===== src/hw/rtl/v3n_div_cell.sv =====
// One restoring division step for all three components at once.
module v3n_div_cell
#(
    parameter int QW = 18
)
(
    input  logic             clk,
    input  logic             rst_n,
    input  logic             vin,
    input  logic [31:0]      din_mag,
    input  logic [31:0]      din_num [3],
    input  logic [QW-1:0]    din_q   [3],
    input  logic [32:0]      din_rem [3],
    input  logic [2:0]       din_neg,
    input  logic             din_deg,
    output logic             vout,
    output logic [31:0]      dout_mag,
    output logic [31:0]      dout_num [3],
    output logic [QW-1:0]    dout_q   [3],
    output logic [32:0]      dout_rem [3],
    output logic [2:0]       dout_neg,
    output logic             dout_deg
);
    logic [33:0]   trial [3];
    logic [QW-1:0] q_next [3];
    logic [32:0]   r_next [3];
    logic          vout_reg;

    always_comb
    begin
        for (int i = 0; i < 3; i++)
        begin
            // Bring in the next numerator bit (MSB first).
            trial[i] = {din_rem[i], din_num[i][31]};
            if (trial[i] >= {2'b0, din_mag})
            begin
                r_next[i] = 33'(trial[i] - {2'b0, din_mag});
                q_next[i] = {din_q[i][QW-2:0], 1'b1};
            end
            else
            begin
                r_next[i] = trial[i][32:0];
                q_next[i] = {din_q[i][QW-2:0], 1'b0};
            end
        end
    end

    always_ff @(posedge clk or negedge rst_n)
    begin
        if (!rst_n)
            vout_reg <= 1'b0;
        else
            vout_reg <= vin;
    end

    always_ff @(posedge clk)
    begin
        for (int i = 0; i < 3; i++)
        begin
            dout_q[i]   <= q_next[i];
            dout_rem[i] <= r_next[i];
            dout_num[i] <= {din_num[i][30:0], 1'b0};
        end
        dout_mag <= din_mag;
        dout_neg <= din_neg;
        dout_deg <= din_deg;
    end

    assign vout = vout_reg;
endmodule


===== config.mk =====
export PLATFORM = sky130hd
export DESIGN_NAME = v3n_div_cell
export DESIGN_NICKNAME = d
export VERILOG_FILES = /design/src/hw/rtl/v3n_div_cell.sv
export SDC_FILE = /design/constraint.sdc
export NUM_CORES = 1
export LEC_CHECK = 0
export ABC_AREA = 1
export CAP_MARGIN = 20
export CORE_AREA = 2 2 224 226
export DETAILED_ROUTE_END_ITERATION = 10
export DIE_AREA = 0 0 226 228
export DONT_BUFFER_PORTS = 1
export PLACE_DENSITY = 0.51
export SLEW_MARGIN = 20
export SYNTH_ARGS = -nofsm -noshare
export SYNTH_HDL_FRONTEND = slang
export SYNTH_SLANG_ARGS = --single-unit

===== constraint.sdc =====
create_clock -name clk -period 0.8 [get_ports clk]
set_clock_uncertainty 0.15 [all_clocks]
set_input_delay 0.04 -clock clk [delete_from_list [all_inputs] [get_ports clk]]
set_output_delay 0.04 -clock clk [all_outputs]
set_load 0.05 [all_outputs]

Word level (Yosys, flattened, before mapping)
Index checks and enable logic that the tools add are counted.

storage, ports and cells
  register bits = 283
  latch bits = 0
  RAM bits = 0
  ROM bits = 0
  input port bits = 288
  output and inout port bits = 286
  memories = 0

operators by class
  add/sub/neg operators = 3
  multipliers = 0
  divide/modulo/power cells = 0
  order comparisons = 3
  equality and inequality tests = 0
  shift operators = 0
  multiplexer cells = 6
  bitwise logic cells = 0
  reductions and logical operators = 0

operators by type and width
  kind              count
  $ge A34 B32 Y1    3
  $mux W33          3
  $sub A33 B32 Y33  3
  $mux W1           3

Depth between registers and ports, before layout
  depth in word-level cells = 2
  depth in mapped cells = 16
  gate-level depth less buffers = 16

Worst setup path after synthesis
OpenSTA, ideal clock, no wires.

  path kind = input to register
  start = input port din_num[31] (netlist bit)
  end = register dout_rem[27] (netlist bit)
  library setup time = 0.113 ns
  arrival = 1.528 ns
  data required time = 0.537 ns
  path slack = -0.991 ns
  stages = 13
  buffers on the path = 1
  path through = inv_1 > ha_1 > inv_1 > fa_1 > nand3_1 > nand3_2 > nand2_1 > nand2_1 > nand2_2 > nand3_2 > buf_6 > nand2_1 > nand2_1

RTL lines
  element                          line  text
  from (decl)                      11    input logic [31:0] din_num [3],
  to (signal, indexed assignment)  61    dout_rem[i] <= r_next[i];
  to (decl)                        20    output logic [32:0] dout_rem [3],

==> results_dict.tcl <==
set metrics [dict create \
    crit_slowest_cell "ha_4" \
    peakVddDrop_mv 1.86 \
    power_density_mw_per_mm2 1920 \
    coreArea_mm2 0.0493 \
    hpwlAfterDp_um 63400 \
    violations "negative hold slack, negative setup slack" \
    pre_cts_ws_ns -1.40 \
    final_antenna_net_count 0 \
    min_period_over_period_pct 188 \
    viasPerCell 4.60 \
    clockBufferDepth 3 \
    drive_gt1_share_pct 43.9 \
    clock-sinks 283 \
    cts_tree "yes" \
    synth_top_cell_area_share_pct 36.8 \
    grt_max_degree 33 \
    path_clk_slew_ns 0.06 \
    cts_htree_levels 1 \
    place_inst 3564 \
    drc_errors 0 \
    crit_start "din_mag[4]" \
    gp_congestion 0.971 \
    wl_met3_um 5160 \
    synth.distinct_cells 32 \
    drt_wl_total_um 80400 \
    synthArstFlopShare_pct 0.353 \
    yosys-top-cells-area "dfxtp_1 37%, nand2_1 24%, inv_1 11%, ha_1 7.8%, nand4_1 4.5%" \
    critPathBufInv 4 \
    fp.dieW_um 226 \
    clockRootBuffer "clkbuf_16" \
    ys_warn_count 0 \
    worstHoldStart "din_mag[13]" \
    grt_usage_pct 30.3 \
    max_stage_delay_ns 0.25 \
    grt_pass1_vias 18600 \
    ys_seq_area_share_pct 37.0 \
    io_pins 574 \
    hp-class "in -> reg" \
    finalWorstSetupSlack_ns -0.701 \
    finalMaxSlewViolations 0 \
    drt_iter0_drc 955 \
    drt-pass1-iter-count 5 \
    nNetsFinal 3541 \
    setup_viol 391 \
    antenna_found_initial 4 \
    highest_layer "met4" \
    finalHoldViolCount 262 \
    cp_data_arrival_time_ns 1.83 \
    outcome "finished, violations left" \
    synth_area_mm2 0.0153 \
    regMostFlops "dout_rem" \
    placed_area_mm2 0.0246 \
    synth_flop_cell "dfxtp_1" \
    cap_viol_max_count 0 \
    largest_reg_flops 99 \
    fillers 4179 \
    fp.dieH_um 228 \
    wl_met2_um 39600 \
    syn_inst 2341 \
    layout_common_cells "794 x nand2_1, 395 x inv_1, 309 x buf_12" \
    final_cells 3857 \
    synth_edf_count 0 \
    grt_pass1_wl_um 116000 \
    path_common_cell "nand2_1" \
    dr_total_vias 17700 \
    final_area_mm2 0.0304 \
    cp_max_fo 9 \
    io_buffer_count 0 \
    end_kind "flop" \
    avgRoutedWirePerCell_um 20.8 \
    syn_to_final_growth_pct 98.2 \
    yosys.area.top_type "dfxtp_1" \
    dieArea_mm2 0.0515 \
    reg_top3 "dout_rem (99), dout_num (93), dout_q (54)" \
    synth-seq-cells 283 \
    p_leak_uw 0.0150 \
    cts_made_buffers 31 \
    grt_overflow 0 \
    start_util_pct 31.1 \
    cp_data_required_time_ns 1.13 \
    wl_met1_um 30000 \
    path_delay_family "simple AND/OR/NAND/NOR gates" \
    crit_type "in -> reg" \
    min_period_ns 1.50 \
    layout_commonest_cell "nand2_1" \
    rsz0062_at_grt "yes" \
    core.rowCount 82 \
    syn_avg_cell_area_um2 6.55 \
    fin_hold_ws_ns -0.710 \
    crit_chain "clkinvlp_4, buf_6, ha_4, nand2_4, inv_2, nand2_2, nand2_1, nand2_1, nand3_2, nand2_2, nand2_4, nand2_4, nand3_4, clkbuf_16, nand2_1, nand2_1" \
    start_kind "input port" \
    max_freq_mhz 666 \
]
## worst paths after layout
check | end | slack [ns] | depth (start not counted)
max in group asynchronous | vout | 0.32 | 2
max | dout_rem[2] | -0.70 | 16
min in group asynchronous | vout | 0.07 | 2
min | dout_mag[13] | -0.71 | 0
## power by group
part	switching (µW)	leakage, µW	total (µW)	internal [µW]
Combinational	13200	0.0121	24600	11400
Clock	6440	0.000566	16200	9780
Sequential	1420	0.00240	17400	16000
Total	21000	0.0150	58300	37200
## through the flow
step | util [%] | setup TNS, ns | total power (µW)
2_1_floorplan | - | -89.53 | 27500
3_3_place_gp | 49.7 | -134.50 | 38900
3_5_place_dp | 49.7 | -133.75 | 38900
4_1_cts | 59.5 | -211.98 | 56800
5_1_grt | 61.5 | -216.73 | 60700
6_report | 61.5 | -200.68 | 58300
## cell type report
class | instances | area (µm²) | share of cell area, %
timing repair buffer | 817 | 10700 | 35.2
multi-input combinational | 1574 | 9810 | 32.3
sequential | 283 | 6070 | 20.0
inverter | 447 | 1780 | 5.85
clock buffer | 39 | 886 | 2.92
tap | 672 | 841 | 2.77
clock inverter | 18 | 270 | 0.890
antenna | 7 | 17.5 | 0.0577
## cells in the mapped netlist, drive strengths merged (4+ instances only)
library cell,number
clkbuf,4
dfxtp,282
inv,447
nor2,131
buf,35
a21o,4
nand3,96
and2,18
a21oi,56
nand2,976
nand4,111
nor3,22
xor2,45
or2,4
ha,96
## routing by layer
metal  vias to the layer above  GRT usage (%)
met5                         -              0
met4                         0           17.3
met3                       190           6.52
met2                       636           54.4
met1                      8166           32.6
li1                       8752              -
## logic make-up after synthesis
| logic type | count (synthesis) | share of synthesized area (%) |
|---|---|---|
| adder cells (fa/ha/maj) | 99 | 8.23 |
| AO/OA/AOI/OAI | 65 | 2.22 |
| flip-flops | 283 | 37.0 |
| other | 1 | 0.0245 |
| buffers and inverters | 486 | 12.6 |
| AND/OR/NAND/NOR | 1362 | 37.3 |
| XOR/XNOR | 45 | 2.57 |
## what timing repair did
action / 4_1_cts / 5_1_grt
endpoints found under the hold margin: 284 / 265
endpoints found under the setup margin: 385 / 516
gates resized for setup: 112 / 640
pin swaps: 5 / 82
buffers inserted: 7 / 31
gates cloned: 0 / 7
hold buffers: 316 / 8
No activity file was read; power rests on OpenSTA's default activity.
