<file path="src/hw/rtl/v3n_pkg.sv">
// Shared constants and types for the vector normalizer.
package v3n_pkg;

    localparam int COMP_W      = 32;
    localparam int MAG_W       = 32;
    localparam int UNIT_W      = 18;
    localparam int THR_W       = 16;
    localparam int FRAC_BITS_D = 16;

    // Payload that travels along the square-root chain.
    typedef struct packed {
        logic             valid;
        logic [63:0]      rem;
        logic [MAG_W-1:0] root;
        logic [31:0]      ax;
        logic [31:0]      ay;
        logic [31:0]      az;
        logic             nx;
        logic             ny;
        logic             nz;
        logic [THR_W-1:0] thr;
    } v3n_sq_t;

endpackage

</file>
<file path="src/hw/rtl/v3n_sqrt_cell.sv">
// One restoring square-root step: settles one bit of the magnitude.
module v3n_sqrt_cell
#(
    parameter int STEP = 0
)
(
    input  logic              clk,
    input  logic              rst_n,
    input  v3n_pkg::v3n_sq_t  din,
    output v3n_pkg::v3n_sq_t  dout
);
    import v3n_pkg::*;

    localparam int SH = 2 * (MAG_W - 1 - STEP);

    logic [63:0]      trial;
    logic [63:0]      shifted;
    logic [MAG_W-1:0] bitv;
    logic             valid_reg;
    v3n_sq_t          dout_reg;
    v3n_sq_t          dout_next;

    always_comb
    begin
        bitv    = '0;
        bitv[MAG_W-1-STEP] = 1'b1;
        // Candidate (2*root + bit) * bit, aligned at this step's weight.
        trial   = ({32'b0, din.root} << (MAG_W - STEP)) | (64'd1 << SH);
        shifted = trial;
        dout_next = din;
        if (din.rem >= shifted)
        begin
            dout_next.rem  = din.rem - shifted;
            dout_next.root = din.root | bitv;
        end
    end

    always_ff @(posedge clk or negedge rst_n)
    begin
        if (!rst_n)
            valid_reg <= 1'b0;
        else
            valid_reg <= din.valid;
    end

    always_ff @(posedge clk)
    begin
        dout_reg <= dout_next;
    end

    always_comb
    begin
        dout       = dout_reg;
        dout.valid = valid_reg;
    end
endmodule

</file>
<file path="config.mk">
export PLATFORM = sky130hd
export DESIGN_NAME = v3n_sqrt_cell
export DESIGN_NICKNAME = d
export VERILOG_FILES = /design/src/hw/rtl/v3n_pkg.sv /design/src/hw/rtl/v3n_sqrt_cell.sv
export SDC_FILE = /design/constraint.sdc
export NUM_CORES = 1
export LEC_CHECK = 0
export ABC_CLOCK_PERIOD_IN_PS = 800
export BUFFER_PORTS_ARGS = -buffer_cell sky130_fd_sc_hd__clkbuf_2
export CAP_MARGIN = 20
export CORE_AREA = 5 5 160 162
export CTS_CLUSTER_DIAMETER = 50
export DETAILED_ROUTE_END_ITERATION = 7
export DIE_AREA = 0 0 165 167
export PLACE_DENSITY = 0.53
export SYNTH_ARGS = -nofsm -noshare
export SYNTH_HDL_FRONTEND = slang
export SYNTH_SLANG_ARGS = --single-unit
</file>
<file path="constraint.sdc">
create_clock -name clk -period 0.8 [get_ports clk]
set_input_delay 0.04 -clock clk [delete_from_list [all_inputs] [get_ports clk]]
set_output_delay 0.04 -clock clk [all_outputs]
set_load 0.02 [all_outputs]
</file>
Word-level counts from Yosys, hierarchy flattened:

Cells that the tools add are included.

* bits in registers: 212
* input port bits: 214
* output and inout bits: 212

* add/sub/neg operators: 1
* $lt $le $gt $ge: 1
* muxes and demuxes: 1

Operators with widths (number)
* two-way mux 96 bit: 1
* greater-or-equal comparator 64 bit: 1
* subtractor 64 bit: 1

Logic depth before layout (Yosys ltp):

Gate-level depths: netlist of the first run.

* word-level depth: 2
* mapped depth: 13

Least setup slack after synthesis of the first run:

No wires, ideal clock.

* kind: input port to flip-flop
* start point: input din[179] in the netlist's numbering
* end point: register dout_reg, in the netlist dout[187]
* data arrival time: 2549 ps
* data required time: 679 ps
* path slack: -1870 ps
* cell stages on the path: 12
* path through: inv_1 ha_1 fa_1 nand2b_1 a21oi_1 o2111ai_1 nand2_1 a31oi_2 o21a_2 a211oi_4 buf_6 mux2_2

RTL lines
* from (decl): line v3n_sqrt_cell.sv:9 `input v3n_pkg::v3n_sq_t din,`
* to (signal assigned): line v3n_sqrt_cell.sv:48 `dout_reg <= dout_next;`
* to (decl): line v3n_sqrt_cell.sv:20 `v3n_sq_t dout_reg;`

==> metrics.cfg, run 1 <==
[run_status]
status=finished with violations
violations=negative hold slack, negative setup slack

[detailed_routing]
route.detailed.drc=0
vias=7219
drtAntennaViolNets=0
detail_route.vias_per_cell=4.346
wl_met3_um=3307
totalWireLength_um=35860
firstDrtPassIters=4
routedWlPerCell_um=21.59
dr_wl_met2_um=16880
drt_iter0_drc=325
highest_layer=met5
wirelength_met1_um=13110

[pwr]
p_leak_nw=7.339
irDropWorstVdd_mv=1.435
p_seq_frac=0.371
p_total_mw=32.21
power_density_nw_per_um2=2048
switchingPower_mw=8.758
clockPowerShare=0.388
p_int_mw=23.45
switching_share=0.2719
p_comb_frac=0.242

[sta]
period_share=2.619
holdWs_ps=-332.6
fin_ws_ps=-1296
finalSetupViolations=245
drv_slew=0
hold_viol=4
period_minus_slack_ps=2096
slew_headroom=0.7076
tightest_slew_ps=434.6
rsz0062_at_grt=yes
clock.fmax_mhz=477.2
setup_tns_ps=-86690

[yosys]
synthArstFlopShare=0.004717
synth_area_per_cell_um2=12.19
synth-seq-cells=212
syn_nets=784
ys.flop_type=dfxtp_1
yosysWarnings=0
netlist-cell-type-count=54
netlist_area_um2=6558
synth_edf_count=0
ys_seq_area_frac=0.6480
synth_cells=538

[critical_path]
crit_type=input pin to flip-flop
worst-path-max-fanout=8
arrival_ps=2500
crit_required_ps=1200
start_kind=input pin
critPathCaptureType=flip-flop

[global_routing]
grt_max_degree=15
grt_pass1_vias=7814
grt_pass1_wl_um=48310
grt_overflow=0
antenna_found_initial=8
grt_usage=0.2328

[floorplan]
die-height_um=167
core_area_um2=23960
ioPinCount=426
std_cell_rows=57
die_x_um=165
start_util=0.2737
die-area_um2=27560

[cells_and_area]
largest_reg_flops=211
drive_gt1_frac=0.6462
ff_latch_area_um2=4516
fin_cells=1661
final_cell_mix=buf_8 (213), dlygate4sd3_1 (211), clkbuf_2 (211)
nets=1560
fillers=1701
syn_to_final_growth_pct=139.8
multiInputGateArea_um2=2310
layout_commonest_cell=buf_8

[clock_network]
cts_root_buffer=clkbuf_16
cts_tree=done
cts_buffer_depth=3
htreeDepth=1
clk_pin_slew_ps=60
clkSinkCount=212
numCtsBuffers=26

[placed_design]
io_buffers=425
dp_cells=1384
gp_congestion=0.9497
dp_hpwl_um=22730

[worst_hold_path]
hold_class=input pin to flip-flop
min_path_cells=1

[flow_run]
cap_viol_max_count=0

## cells in the mapped netlist, drive strengths merged, types with 3 or more instances
cell    instances  share of area
o211ai          3         0.0034
xnor2          21          0.028
a31oi           4         0.0071
xor2            8          0.011
clkbuf          3         0.0017
ha             31          0.059
o21a            4         0.0048
nand3           6         0.0046
a21o            6         0.0069
a211oi          4         0.0065
and3            3         0.0029
o31ai           3         0.0034
nand4           7         0.0067
inv            44          0.025
mux2           28          0.049
nor3            5         0.0038
a21oi          34          0.026
nand2b          8         0.0076
nor2           22          0.013
nand2          23          0.014
buf             7         0.0086
dfxtp         211           0.64
o21bai          4         0.0046
nor4           11          0.013
o21ai          14          0.011
## stage by stage
stage | util | hold WS [ps] | worst slack [ps] | area, µm²
after global placement | 0.4142 | -184.5 | -2041 | 9925
after CTS | 0.6354 | -365.6 | -1245 | 15230
after detailed placement | 0.4142 | -183.2 | -2078 | 9925
after global routing | 0.6560 | -351.1 | -1365 | 15720
final | 0.6562 | -332.6 | -1296 | 15730
after floorplan | - | -255.6 | -1784 | 6656
## per-layer routing
layer | up-vias | track usage
li1 | 3395 | -
met1 | 3346 | 0.2634
met2 | 345 | 0.3848
met3 | 121 | 0.07439
met4 | 12 | 0.1291
met5 | - | 0.003636
## repair_timing
item	CTS	global route
cloned	1	1
hold endpoints to repair	213	4
pin swaps	11	7
gates resized for setup	640	264
endpoints found under the setup margin	245	245
hold buffers	210	1
setup buffers	8	5
## layout make-up
class,count,area share
flip-flops and latches,212,0.2872
diodes,3,0.0004774
clock buffers,33,0.04623
inverters,44,0.01130
repair buffers,758,0.4696
well taps,324,0.02578
multi-input cells,272,0.1469
clock inverters,15,0.01257
## path summary, 6_finish.rpt
path                       startpoint        end  slack [ps]
min in group asynchronous       rst_n  valid_reg         400
max                          din[179]  dout[186]       -1300
min                          din[116]  dout[116]        -330
max in group asynchronous       rst_n  valid_reg         290
## power by group through the flow
stage | clock network, mW | logic, mW | registers (mW)
global placement | 0 | 4.99 | 11.7
finish | 12.5 | 7.79 | 11.9
CTS | 12.6 | 7.14 | 11.7
global route | 13.2 | 8.20 | 12.0
floorplan | 0 | 1.69 | 12.6
detailed placement | 0 | 5.00 | 11.7
## cell families (layout without fill, tap and decap cells)
| logic type | count (synthesis) | count (layout) | share of synthesized area |
|---|---|---|---|
| AOI/OAI and AO/OA | 90 | 90 | 0.09445 |
| muxes | 28 | 28 | 0.04865 |
| other | 0 | 3 | 0 |
| xor gates and xnor gates | 29 | 29 | 0.03873 |
| and+or+nand+nor | 93 | 93 | 0.07251 |
| adders and majority gates | 32 | 32 | 0.06220 |
| DFF | 212 | 212 | 0.6480 |
| buffers and inverters | 54 | 850 | 0.03549 |
## worst max-delay path, stage by stage
cell       delay [ps]
clkbuf_16         120
inv_12             30
ha_4              160
fa_2              350
nand2b_4          160
a21oi_4           150
o2111ai_4         130
nand2_2           110
a31oi_4            80
o21a_4            240
a211oi_4          280
buf_6             170
buf_12            140
mux2_4            300
(Power assumes the default switching activity.)
==> inputs of run 2 (changes only) <==
--- a/config.mk
+++ b/config.mk
@@ -5,14 +5,15 @@
 export SDC_FILE = /design/constraint.sdc
 export NUM_CORES = 1
 export LEC_CHECK = 0
+export ABC_AREA = 1
 export ABC_CLOCK_PERIOD_IN_PS = 800
 export BUFFER_PORTS_ARGS = -buffer_cell sky130_fd_sc_hd__clkbuf_2
 export CAP_MARGIN = 20
-export CORE_AREA = 5 5 160 162
+export CORE_AREA = 5 5 162 164
 export CTS_CLUSTER_DIAMETER = 50
 export DETAILED_ROUTE_END_ITERATION = 7
-export DIE_AREA = 0 0 165 167
-export PLACE_DENSITY = 0.53
+export DIE_AREA = 0 0 167 169
+export PLACE_DENSITY = 0.56
 export SYNTH_ARGS = -nofsm -noshare
 export SYNTH_HDL_FRONTEND = slang
 export SYNTH_SLANG_ARGS = --single-unit
==> run 2 against run 1 <==
  * Count of clock-buffer cells in the layout shrank 2
  * The run still ends with negative hold slack, negative setup slack left
  * Routed wire length grew 12%
  * Via count grew 24%
  * Maximum frequency grew 55%
  * Combinational power grew 10%
  * Critical path type unchanged
  * Sequential cell count is the same
  * Die area grew 2.4%
  * Largest cell class unchanged
==> metrics.cfg, run 2 <==
[sta]
rsz0062_at_grt=yes
slew_headroom=0.8083  ; +0.1008
clock.fmax_mhz=741.0  ; +55%
tightest_slew_ps=286.8  ; -147.8 ps
period_share=1.687  ; -0.9325
drv_slew=0  ; unchanged
finalSetupViolations=245  ; unchanged
holdWs_ps=-322.3  ; +10.29 ps
fin_ws_ps=-549.5  ; +746.0 ps
period_minus_slack_ps=1349  ; -746.0 ps
hold_viol=1  ; -3

[critical_path]
worst-path-max-fanout=6  ; -2
critPathMostFrequentCell=nand2_1
critPathSlowestCell=fa_2
critical-path-max-stage-delay_ps=340  ; about the same
cp_cell_sequence=clkbuf_16 > inv_12 > ha_4 > fa_2 > inv_2 > nand2_1 > nand2_1 > nand3_1 > nand2_1 > nand2_1 > nand2_2 > nand2_4 > nand3_4 > buf_4 > buf_12 > nand2_1 > o21ai_2
cpLargestDelayFamily=simple AND/OR/NAND/NOR gates
crit_required_ps=1240  ; +40 ps
critPathCaptureType=flip-flop
start_kind=input pin
cp_num_buf_inv=5  ; +1
crit_type=input pin to flip-flop
arrival_ps=1790  ; -710 ps

[detailed_routing]
drtAntennaViolNets=0  ; unchanged
detail_route.vias_per_cell=4.307  ; -0.90%
firstDrtPassIters=5  ; +1
vias=8924  ; +24%
totalWireLength_um=40300  ; +12%
routedWlPerCell_um=19.45  ; -9.9%
drt_iter0_drc=478  ; +47%
route.detailed.drc=0  ; unchanged

[clock_network]
numCtsBuffers=26  ; unchanged
htreeDepth=1  ; unchanged
cts_buffer_depth=3  ; unchanged
cts_tree=done
cts_root_buffer=clkbuf_16
clkSinkCount=212  ; unchanged
clk_pin_slew_ps=60  ; about the same

[yosys]
synth.largest_area_cell=dfxtp_1
netlist_area_um2=7493  ; +14%
synth_cells=905  ; +68%
netlist-cell-type-count=30  ; -44%
synth_top_area_frac=0.5637  ; -0.08045
yosysMostFrequentCell=nand2_1
synth_area_leaders=dfxtp_1 (56%), nand2_1 (14%), inv_1 (8.7%)
syn_nets=1151  ; +47%
synth_edf_count=0  ; unchanged
synthArstFlopShare=0.004717  ; unchanged
ys.flop_type=dfxtp_1
ys_seq_area_frac=0.5670  ; -0.08093
yosys-top-cells-count=nand2_1 (277), dfxtp_1 (211), inv_1 (174), nor2_1 (58), nand3_1 (40)
synth_area_per_cell_um2=8.280  ; -32%
synth-seq-cells=212  ; unchanged
yosysWarnings=0  ; unchanged

[global_routing]
grt_pass1_wl_um=56950  ; +18%
grt_pass1_vias=9382  ; +20%
grt_overflow=0  ; unchanged
antenna_found_initial=3  ; -5
grt_max_degree=23  ; +8
grt_usage=0.2613  ; +0.02844

[worst_hold_path]
min_path_cells=1  ; unchanged
holdPathEnd=dout[115]
hold_class=input pin to flip-flop
hp-start=din[115]

[placed_design]
dp_hpwl_um=26090  ; +15%
place_area_um2=11160  ; +12%
io_buffers=425  ; unchanged
gp_congestion=0.8780  ; -7.5%
pre_cts_slack_ps=-1093  ; +985.0 ps

[pwr]
irDropWorstVdd_mv=1.513  ; +5.4%
p_leak_nw=8.658  ; +18%
power_density_nw_per_um2=1907  ; -6.9%

[floorplan]
core_area_um2=24750  ; +3.3%
die_x_um=167  ; +1.2%
ioPinCount=426  ; unchanged
std_cell_rows=58  ; +1.8%
start_util=0.3028  ; +0.02916
die-height_um=169  ; +1.2%
die-area_um2=28220  ; +2.4%

[run_status]
violations=negative hold slack, negative setup slack
status=finished with violations

[flow_run]
cap_viol_max_count=0  ; unchanged

[cells_and_area]
final_area_um2=17260  ; +9.7%
final_cell_mix=nand2_1 (256), dlygate4sd3_1 (214), clkbuf_2 (212)
nets=1966  ; +26%
drive_gt1_frac=0.5379  ; -0.1082
layout_commonest_cell=nand2_1
syn_to_final_growth_pct=130.3
final_util=0.6973  ; +0.04112
largest_reg_flops=211  ; unchanged

## run 2: changes by cell type after synthesis, sizes merged, moves of 11 or more
cell   before  now
nand3       6   41
a21oi      34   19
inv        44  177
xnor2      21    2
nor2       22   65
nor4       11    0
mux2       28    0
nand2      23  281
nand4       7   20
## run 2: routing by layer
| metal | wire length (µm) | GRT usage | part of all wire |
|---|---|---|---|
| met5 | 13 | 0 | 0.00032 |
| met4 | 1828 | 0.1049 | 0.045 |
| met3 | 2421 | 0.05628 | 0.060 |
| met2 | 20840 | 0.4782 | 0.52 |
| met1 | 15200 | 0.2956 | 0.38 |
## run 2: timing repair
action,CTS,global route
pin swaps,0,15
gates resized for setup,645,280
hold buffers,211,3
gates cloned,1,5
setup endpoints to repair,245,245
setup buffers,5,8
hold endpoints to repair,213,3
## run 2: logic make-up (layout without fill, tap and decap cells)
logic type | count (synthesis) | in the layout | synth area share
AOI/OAI and AO/OA | 40 | 40 | 0.02788
xor gates and xnor gates | 15 | 15 | 0.01753
adders and majority gates | 32 | 32 | 0.05443
buffers and inverters | 186 | 1021 | 0.09901
DFF | 212 | 212 | 0.5670
other | 0 | 2 | 0
and+or+nand+nor | 420 | 420 | 0.2341
## run 2: worst max-delay path by stage
stage	from	end	slack [ps]	depth (start not counted)
after floorplan	din[179]	dout[200]	-810	15
after global placement	din[179]	dout[209]	-1090	17
after detailed placement	din[179]	dout[209]	-1090	17
after CTS	din[179]	dout[185]	-500	16
after global routing	din[179]	dout[195]	-620	17
final	din[179]	dout[180]	-550	17
## run 2: cell type report
class                      count  area (µm²)
timing repair buffer         796        7730
fill                        1785        7490
sequential                   212        4516
multi-input combinational    507        3015
clock buffer                  31       700.7
inverter                     177       676.9
tap                          330       412.9
clock inverter                17       200.2
antenna                        2       5.005
## run 2: through the flow
step	power, mW	std cells	hold WS (ps)	TNS [ps]
4_1_cts	31.83	2057	-342.3	-65820
3_3_place_gp	17.30	1793	-185.2	-34040
3_5_place_dp	17.32	1793	-184.0	-34670
6_report	32.90	2072	-322.3	-60530
5_1_grt	34.19	2072	-328.1	-68120
2_1_floorplan	14.50	905	-255.6	-26490
## run 2: report_power, final
| part | total (mW) | switching (mW) | internal [mW] |
|---|---|---|---|
| registers | 12.0 | 0.537 | 11.5 |
| logic | 8.60 | 3.90 | 4.71 |
| clock network | 12.3 | 4.95 | 7.36 |
| total | 32.9 | 9.38 | 23.5 |
==> inputs of run 3 (changes only) <==
--- a/config.mk
+++ b/config.mk
@@ -17,3 +17,4 @@
 export SYNTH_ARGS = -nofsm -noshare
 export SYNTH_HDL_FRONTEND = slang
 export SYNTH_SLANG_ARGS = --single-unit
+export TNS_END_PERCENT = 1
==> run 3 against run 2 <==
  * The flow still finishes with violations (negative hold slack, negative setup slack)
  * Global-route usage up 0.37 points
  * Maximum frequency up 5.8%
  * Total power up 2.4%
==> metrics.cfg, run 3 (synthesis gave the netlist of run 2 again) <==
[cells_and_area]
final_area_um2=17270  ; about the same
syn_to_final_growth_pct=130.4  ; about the same
layout_commonest_cell=nand2_1
multiInputGateArea_um2=3064  ; +1.6%
final_util=0.6977  ; about the same
final_cell_mix=nand2_1 (248), dlygate4sd3_1 (215), buf_8 (213)
drive_gt1_frac=0.5429  ; +0.005008
fillers=1783  ; -0.11%
nets=1959  ; -0.36%
largest_reg_flops=211  ; unchanged
ff_latch_area_um2=4521  ; +0.11%

[run_status]
status=finished with violations
violations=negative hold slack, negative setup slack

[clock_network]
cts_buffer_depth=3  ; unchanged
clkSinkCount=212  ; unchanged
numCtsBuffers=29  ; +12%
cts_root_buffer=clkbuf_16
clk_pin_slew_ps=60  ; about the same
cts_tree=done
htreeDepth=1  ; unchanged

[critical_path]
critPathSlowestCell=fa_2
critical-path-max-stage-delay_ps=340  ; about the same
start_kind=input pin
worst-path-max-fanout=14  ; +8
critPathMostFrequentCell=nand2_2
cp_cell_sequence=clkbuf_16 > inv_12 > ha_4 > fa_2 > inv_2 > nand2_2 > nand2_2 > nand3_2 > nand2_2 > nand2_2 > nand2_4 > nand2_4 > nand3_4 > buf_6 > buf_12 > nand2_1 > o21ai_1
critPathCaptureType=flip-flop
crit_required_ps=1250  ; about the same
crit_type=input pin to flip-flop
arrival_ps=1720  ; -70 ps

[worst_hold_path]
hold_class=input pin to flip-flop

[pwr]
power_density_nw_per_um2=1952  ; +2.4%
irDropWorstVdd_mv=1.562  ; +3.3%
p_leak_nw=8.615  ; -0.50%

[floorplan]
core_area_um2=24750  ; unchanged
die_x_um=167  ; unchanged
start_util=0.3028  ; unchanged
std_cell_rows=58  ; unchanged
ioPinCount=426  ; unchanged
die-height_um=169  ; unchanged
die-area_um2=28220  ; unchanged

[global_routing]
grt_pass1_wl_um=57940  ; +1.7%
antenna_found_initial=3  ; unchanged
grt_max_degree=15  ; -35%
grt_pass1_vias=9681  ; +3.2%
grt_overflow=0  ; unchanged
grt_usage=0.2650  ; +0.003707

[detailed_routing]
drtAntennaViolNets=0  ; unchanged
route.detailed.drc=0  ; unchanged
detail_route.vias_per_cell=4.358  ; +1.2%
totalWireLength_um=40470  ; +0.42%
routedWlPerCell_um=19.59  ; +0.71%
vias=9003  ; +0.89%
drt_iter0_drc=490  ; +2.5%
firstDrtPassIters=5  ; unchanged

[flow_run]
cap_viol_max_count=0  ; unchanged

[sta]
rsz0062_at_grt=yes
hold_viol=3  ; +2
period_minus_slack_ps=1276  ; -73.96 ps
holdWs_ps=-209.9  ; +112.4 ps
finalSetupViolations=245  ; unchanged
slew_headroom=0.8282  ; +0.01984
fin_ws_ps=-475.5  ; +73.96 ps
clock.fmax_mhz=784.0  ; +5.8%
drv_slew=0  ; unchanged
period_share=1.594  ; -0.09245
tightest_slew_ps=256.9  ; -29.94 ps
setup_tns_ps=-62150  ; -1621 ps

[placed_design]
place_area_um2=11050  ; -0.97%
pre_cts_slack_ps=-1232  ; -139.0 ps
dp_hpwl_um=26210  ; +0.46%
gp_congestion=0.8977  ; +2.2%
io_buffers=425  ; unchanged

run 3: cell types whose count changed in the layout (fill, tap and decap cells not counted), moves of 3 or more:
cell / previous run / this run
nor2_1: 54 / 49
o21ai_2: 5 / 2
o21ai_0: 0 / 5
nand2_1: 256 / 248
nand3_1: 26 / 22
nand3_2: 14 / 17
buf_4: 145 / 137
nand2_2: 23 / 31
clkinv_2: 5 / 2
clkinvlp_4: 1 / 6
nor2_4: 3 / 6
run 3: path summary, 6_finish.rpt:
| kind | startpoint | endpoint | depth (start not counted) |
|---|---|---|---|
| min in group asynchronous | rst_n | valid_reg | 3 |
| max in group asynchronous | rst_n | valid_reg | 3 |
| max | din[179] | dout[193] | 17 |
| min | din[208] | dout[208] | 3 |
run 3: timing repair:
item / CTS / global route
pin swaps: 17 / 7
hold buffers: 210 / 5
buffers inserted: 9 / 2
hold endpoints to repair: 213 / 5
gates resized for setup: 669 / 279
cloned: 1 / 1
setup endpoints to repair: 245 / 245
run 3: cell type report:
cell class | count | area share
Clock inverter | 20 | 0.01413
Antenna cell | 1 | 0.0001449
Tap cell | 330 | 0.02391
Inverter | 177 | 0.03920
Multi-Input combinational cell | 507 | 0.1775
Timing Repair Buffer | 786 | 0.4404
Clock buffer | 33 | 0.04290
Sequential cell | 212 | 0.2618
run 3: layer usage:
layer  share of wire  global-route usage  up-vias
li1                -                   -     4364
met1            0.37              0.2991     4157
met2            0.51              0.4688      366
met3           0.063             0.06422      114
met4           0.057              0.1298        2
met5         0.00017                   0        -
run 3: power by group:
group	switching [mW]	total, mW	internal (mW)	leakage, nW
registers	0.559	12.0	11.5	1.80
clock network	5.37	13.2	7.82	0.464
logic	3.88	8.49	4.61	6.36
run 3: critical path, delay by kind of cell:
kind	cells	cell delay, ps
buf+inv	5	450
simple gates	9	620
compound gates	1	110
fa+ha+maj	2	490
run 3: metrics by stage:
stage	power (mW)	cells
5_1_grt	35.05	2065
3_3_place_gp	17.21	1784
3_5_place_dp	17.24	1784
4_1_cts	32.83	2057
2_1_floorplan	14.49	905
6_report	33.70	2066
